===== config.mk =====
export PLATFORM = sky130hd
export DESIGN_NAME = bptk_cell
export DESIGN_NICKNAME = d
export VERILOG_FILES = /design/src/rtl/bptk_pkg.sv /design/src/rtl/bptk_cell.sv
export SDC_FILE = /design/constraint.sdc
export NUM_CORES = 1
export LEC_CHECK = 0
export ABC_AREA = 0
export BUFFER_PORTS_ARGS = -buffer_cell sky130_fd_sc_hd__buf_2
export CAP_MARGIN = 20
export CORE_MARGIN = 2
export CORE_UTILIZATION = 35
export DETAILED_ROUTE_END_ITERATION = 10
export PLACE_DENSITY_LB_ADDON = 0.05
export SLEW_MARGIN = 20
export SYNTH_ARGS = -nofsm -noshare
export SYNTH_HDL_FRONTEND = slang
export SYNTH_SLANG_ARGS = --single-unit

===== constraint.sdc =====
create_clock -name clk -period 6.71 [get_ports clk]
set_clock_uncertainty 0.05 [all_clocks]
set_input_delay 1.0065 -clock clk [delete_from_list [all_inputs] [get_ports clk]]
set_output_delay 1.0065 -clock clk [all_outputs]
set_load 0.1 [all_outputs]

===== src/rtl/bptk_pkg.sv =====
// Shared types and constants for the top-k priority collector.
package bptk_pkg;

  localparam int CAPACITY_DEF     = 32;
  localparam int ZONE_ID_BITS_DEF = 12;

  localparam int ZONE_W   = 12;
  localparam int PRIO_W   = 32;
  localparam int RANK_W   = 5;
  localparam int BUDGET_W = 6;
  localparam int OP_W     = 2;

  localparam logic [BUDGET_W-1:0] BUDGET_RESET = 6'd8;

  localparam logic [OP_W-1:0] OP_CLEAR = 2'd0;
  localparam logic [OP_W-1:0] OP_OFFER = 2'd1;
  localparam logic [OP_W-1:0] OP_DUMP  = 2'd2;

  typedef struct packed {
    logic [OP_W-1:0]   opcode;
    logic [ZONE_W-1:0] zone_id;
    logic              force_req;
    logic [PRIO_W-1:0] priority_req;
  } in_item_t;

  typedef struct packed {
    logic [ZONE_W-1:0] out_zone_id;
    logic              out_force;
    logic [PRIO_W-1:0] out_priority;
    logic [RANK_W-1:0] rank;
    logic              empty_res;
    logic              overflowed;
    logic              last;
  } out_item_t;

  typedef logic [BUDGET_W-1:0] cfg_item_t;

  // Per-cycle command shared by every cell of the chain.
  typedef struct packed {
    logic insert;
    logic rotate;
  } cell_ctl_t;

endpackage


===== src/rtl/bptk_cell.sv =====
// One slot of the sorted list: compare against the candidate, insert, shift or rotate.
module bptk_cell #(
  parameter int ZONE_ID_BITS = bptk_pkg::ZONE_ID_BITS_DEF
) (
  input  logic                     clk,
  input  bptk_pkg::cell_ctl_t      ctl,
  input  logic                     occupied,
  input  logic [ZONE_ID_BITS-1:0]  new_zone,
  input  logic                     new_force,
  input  logic [bptk_pkg::PRIO_W-1:0] new_prio,
  input  logic                     prev_m,
  input  logic [ZONE_ID_BITS-1:0]  prev_zone,
  input  logic                     prev_force,
  input  logic [bptk_pkg::PRIO_W-1:0] prev_prio,
  input  logic [ZONE_ID_BITS-1:0]  rot_zone,
  input  logic                     rot_force,
  input  logic [bptk_pkg::PRIO_W-1:0] rot_prio,
  output logic [ZONE_ID_BITS-1:0]  zone,
  output logic                     force_o,
  output logic [bptk_pkg::PRIO_W-1:0] prio,
  output logic                     m
);
  import bptk_pkg::*;

  logic [ZONE_ID_BITS-1:0] zone_r;
  logic                    force_r;
  logic [PRIO_W-1:0]       prio_r;

  // Free slot or a held key not above the candidate: candidate belongs here or earlier.
  assign m = !occupied || ({force_r, prio_r} <= {new_force, new_prio});

  always_ff @(posedge clk) begin
    if (ctl.rotate) begin
      zone_r  <= rot_zone;
      force_r <= rot_force;
      prio_r  <= rot_prio;
    end else if (ctl.insert) begin
      if (prev_m) begin
        zone_r  <= prev_zone;
        force_r <= prev_force;
        prio_r  <= prev_prio;
      end else if (m) begin
        zone_r  <= new_zone;
        force_r <= new_force;
        prio_r  <= new_prio;
      end
    end
  end

  assign zone    = zone_r;
  assign force_o = force_r;
  assign prio    = prio_r;

endmodule


==> results.sh <==
export IMPL_place_ws_ns=2.07
export IMPL_first_pass_iters=4
export IMPL_path_max_fanout=2
export IMPL_path_clk_slew_ns=0.09
export IMPL_start_util=0.361
export IMPL_first_iter_violations=62
export IMPL_wirelength_um=8220
export IMPL_drive_gt1_frac=0.404
export IMPL_synth_yosys_seq_area_share=0.432
export IMPL_endpoint_kind="output port"
export IMPL_cts_root_buffer_cell="clkbuf_8"
export IMPL_switching_power_w=0.000423
export IMPL_antennaDiodeCount=0
export IMPL_p_leak_nw=2.22
export IMPL_clock_path_buffers=2
export IMPL_cts_made_buffers=5
export IMPL_slew_headroom=0.299
export IMPL_cpPeakStageDelay_ns=0.56
export IMPL_peakVddDrop_v=0.000124
export IMPL_dp_hpwl_um=6480
export IMPL_cts_resized=0
export IMPL_viasPerCell=4.70
export IMPL_final_min_clock_period_ns=4.50
export IMPL_fin_nets=670
export IMPL_maxSlewViolCount=0
export IMPL_status="complete, no violations"
export IMPL_worst_slack_ns=2.21
export IMPL_critPathBufInv=3
export IMPL_ys_ff_latch=45
export IMPL_wl_per_cell_um=13.6
export IMPL_syn_area_per_cell_um2=9.87
export IMPL_pwr_share_clk=0.179
export IMPL_pwr_share_seq=0.384
export IMPL_critical_path_class="in -> out"
export IMPL_htreeDepth=2
export IMPL_areaGrowthSynthToFinish_pct=35.4
export IMPL_synthDistinctLibCells=28
export IMPL_crit_required_ns=5.65
export IMPL_setup_viol=0
export IMPL_rsz0062_at_grt="no"
export IMPL_placed_cell_area_um2=4150
export IMPL_grt_overflow_total=0
export IMPL_clk_latency_ns=0.30
export IMPL_max_slew_worst_pin_slew_ns=1.05
export IMPL_cp_arrival_ns=3.44
export IMPL_swShare=0.450
export IMPL_tritoncts="done"
export IMPL_synth_area_um2=3130
export IMPL_fp_row_count=34
export IMPL_place_congestion=0.833
export IMPL_vias=2848
export IMPL_synthCells=317
export IMPL_startpoint_type="input pin"
export IMPL_clock_sinks=45
export IMPL_fin_crit_sh=0.671
export IMPL_grt_max_degree=91
export IMPL_syn_nets=490
export IMPL_ys_warn_count=0
export IMPL_hold_class="in -> reg"
export IMPL_drc_errors=0
export IMPL_dieArea_um2=9710
export IMPL_final_area_um2=4240
export IMPL_timing_fmax_ghz=0.222
export IMPL_critical_path_top_delay_family="simple AND/OR/NAND/NOR gates"
export IMPL_intPower_w=0.000517
export IMPL_grt_pass1_wl_um=13100
export IMPL_cts_hold_buffers=0
export IMPL_setup_tns_ns=0
export IMPL_antenna_found_initial=0
export IMPL_die_width_um=98.6
export IMPL_crit_slowest_cell="or4_4"
export IMPL_ios=186
export IMPL_nFillCells=855
export IMPL_io_buffers=185
export IMPL_timing_hold_ws_ns=0.931
export IMPL_cp_cell_sequence="buf_2 > inv_1 > ha_1 > nand3_1 > or3_1 > or4_4 > nor3_2 > nand2_1 > nand3_1 > buf_2"
export IMPL_grt_pass1_vias=2867
export IMPL_final_antenna_net_count=0
export IMPL_power_density_nw_per_um2=222
export IMPL_core_region_area_um2=8680
export IMPL_finalHoldViolCount=0
export IMPL_maxCapViolCount=0
export IMPL_post_cts_buffers=0
export IMPL_grt_usage=0.168
export IMPL_p_comb_frac=0.437
export IMPL_die_y_um=98.6
## metrics by stage
step	std cells	utilization	power, W
after global routing	606	0.488	0.000990
after detailed placement	598	0.478	0.000782
after floorplan	317	-	0.000683
after CTS	606	0.488	0.000952
after global placement	598	0.478	0.000780
final	606	0.488	0.000940
## power groups by stage
stage | registers, W | logic, W | clock network, W
CTS | 0.000361 | 0.000416 | 0.000175
detailed placement | 0.000367 | 0.000415 | 0
finish | 0.000361 | 0.000411 | 0.000169
floorplan | 0.000580 | 0.000102 | 0
global route | 0.000365 | 0.000440 | 0.000185
global placement | 0.000368 | 0.000412 | 0
## cell type report
cell class | instances | area (um^2) | share of cell area
inverter | 35 | 131 | 0.0310
sequential | 45 | 1350 | 0.319
multi-input combinational | 222 | 1590 | 0.374
clock inverter | 3 | 17.5 | 0.00413
tap | 108 | 135 | 0.0319
clock buffer | 5 | 68.8 | 0.0162
timing repair buffer | 188 | 948 | 0.224
## layout by cell type (no fill, tap or decap)
cell type	netlist	final
o31ai_1	1	1
edfxtp_1	45	45
a21oi_1	14	14
a2111oi_0	1	1
buf_4	0	3
clkinv_2	0	2
a221oi_1	1	1
o21ai_0	48	48
a21o_1	1	1
buf_2	1	185
nand4_1	4	4
mux2i_1	45	45
ha_1	33	33
nor3_2	1	1
clkinvlp_4	0	1
nand2_1	54	54
nand2b_1	1	1
or3_1	1	1
nor2_1	5	5
a41o_1	1	1
a41oi_4	0	1
nand3_1	5	5
inv_1	35	35
clkbuf_8	0	5
or4_4	1	1
a2bb2oi_1	1	1
a2111o_2	1	1
nor4_1	1	1
a21o_2	1	1
## cell families (layout without fill, tap and decap cells)
family          Yosys count  in the layout  synth area share
simple gates             73             73            0.0996
flops                    45             45             0.432
mux                      45             45             0.144
compound gates           71             71             0.128
buf+inv                  50            231            0.0652
fa+ha+maj                33             33             0.132
## cell usage after synthesis
cell type,number,share of area
nor3_2,1,0.0032
inv_1,35,0.042
o21ai_0,48,0.077
a21o_2,1,0.0028
a21oi_1,14,0.022
a41oi_2,1,0.0052
clkbuf_1,9,0.011
o31ai_1,1,0.0024
buf_2,1,0.0016
nor2_1,5,0.0060
nand3_1,5,0.0080
nor4_1,1,0.0020
or3_1,1,0.0020
a221oi_1,1,0.0028
buf_6,2,0.0072
edfxtp_1,45,0.43
a2111oi_0,1,0.0028
ha_1,33,0.13
buf_1,3,0.0036
a2111o_2,1,0.0040
or4_4,1,0.0036
a2bb2oi_1,1,0.0028
a41o_1,1,0.0032
nand2b_1,1,0.0020
a21o_1,1,0.0024
nand4_1,4,0.0080
mux2i_1,45,0.14
nand2_1,54,0.065
## final timing paths
check        cells after the start  slack (ns)                  to               from
max reg2reg                      8        2.82   zone[7]$_DFFE_PP_  force_o$_DFFE_PP_
min                              3        0.93  prio[28]$_DFFE_PP_       rot_prio[28]
min reg2reg                      5        1.42  prio[28]$_DFFE_PP_  prio[0]$_DFFE_PP_
max                             10        2.21                   m       new_prio[31]
## layer usage
layer	up-vias	wire length, um	global-route usage
li1	1490	-	-
met1	1241	3490	0.203
met2	108	3990	0.297
met3	9	626	0.0433
met4	0	110	0.0432
met5	-	0	0
## tightest hold or removal path: cells and delay by family
family | cells | cell delay [ns]
AO/OA/AOI/OAI | 1 | 0.05
buffers and inverters | 1 | 0.07
AND/OR/NAND/NOR | 1 | 0.04
## state kept, by name, summed over array words and instances (netlist names)
| name | cells |
|---|---|
| force_o | 1 |
| prio | 32 |
| zone | 12 |
Power figures use the tool's default switching activity.
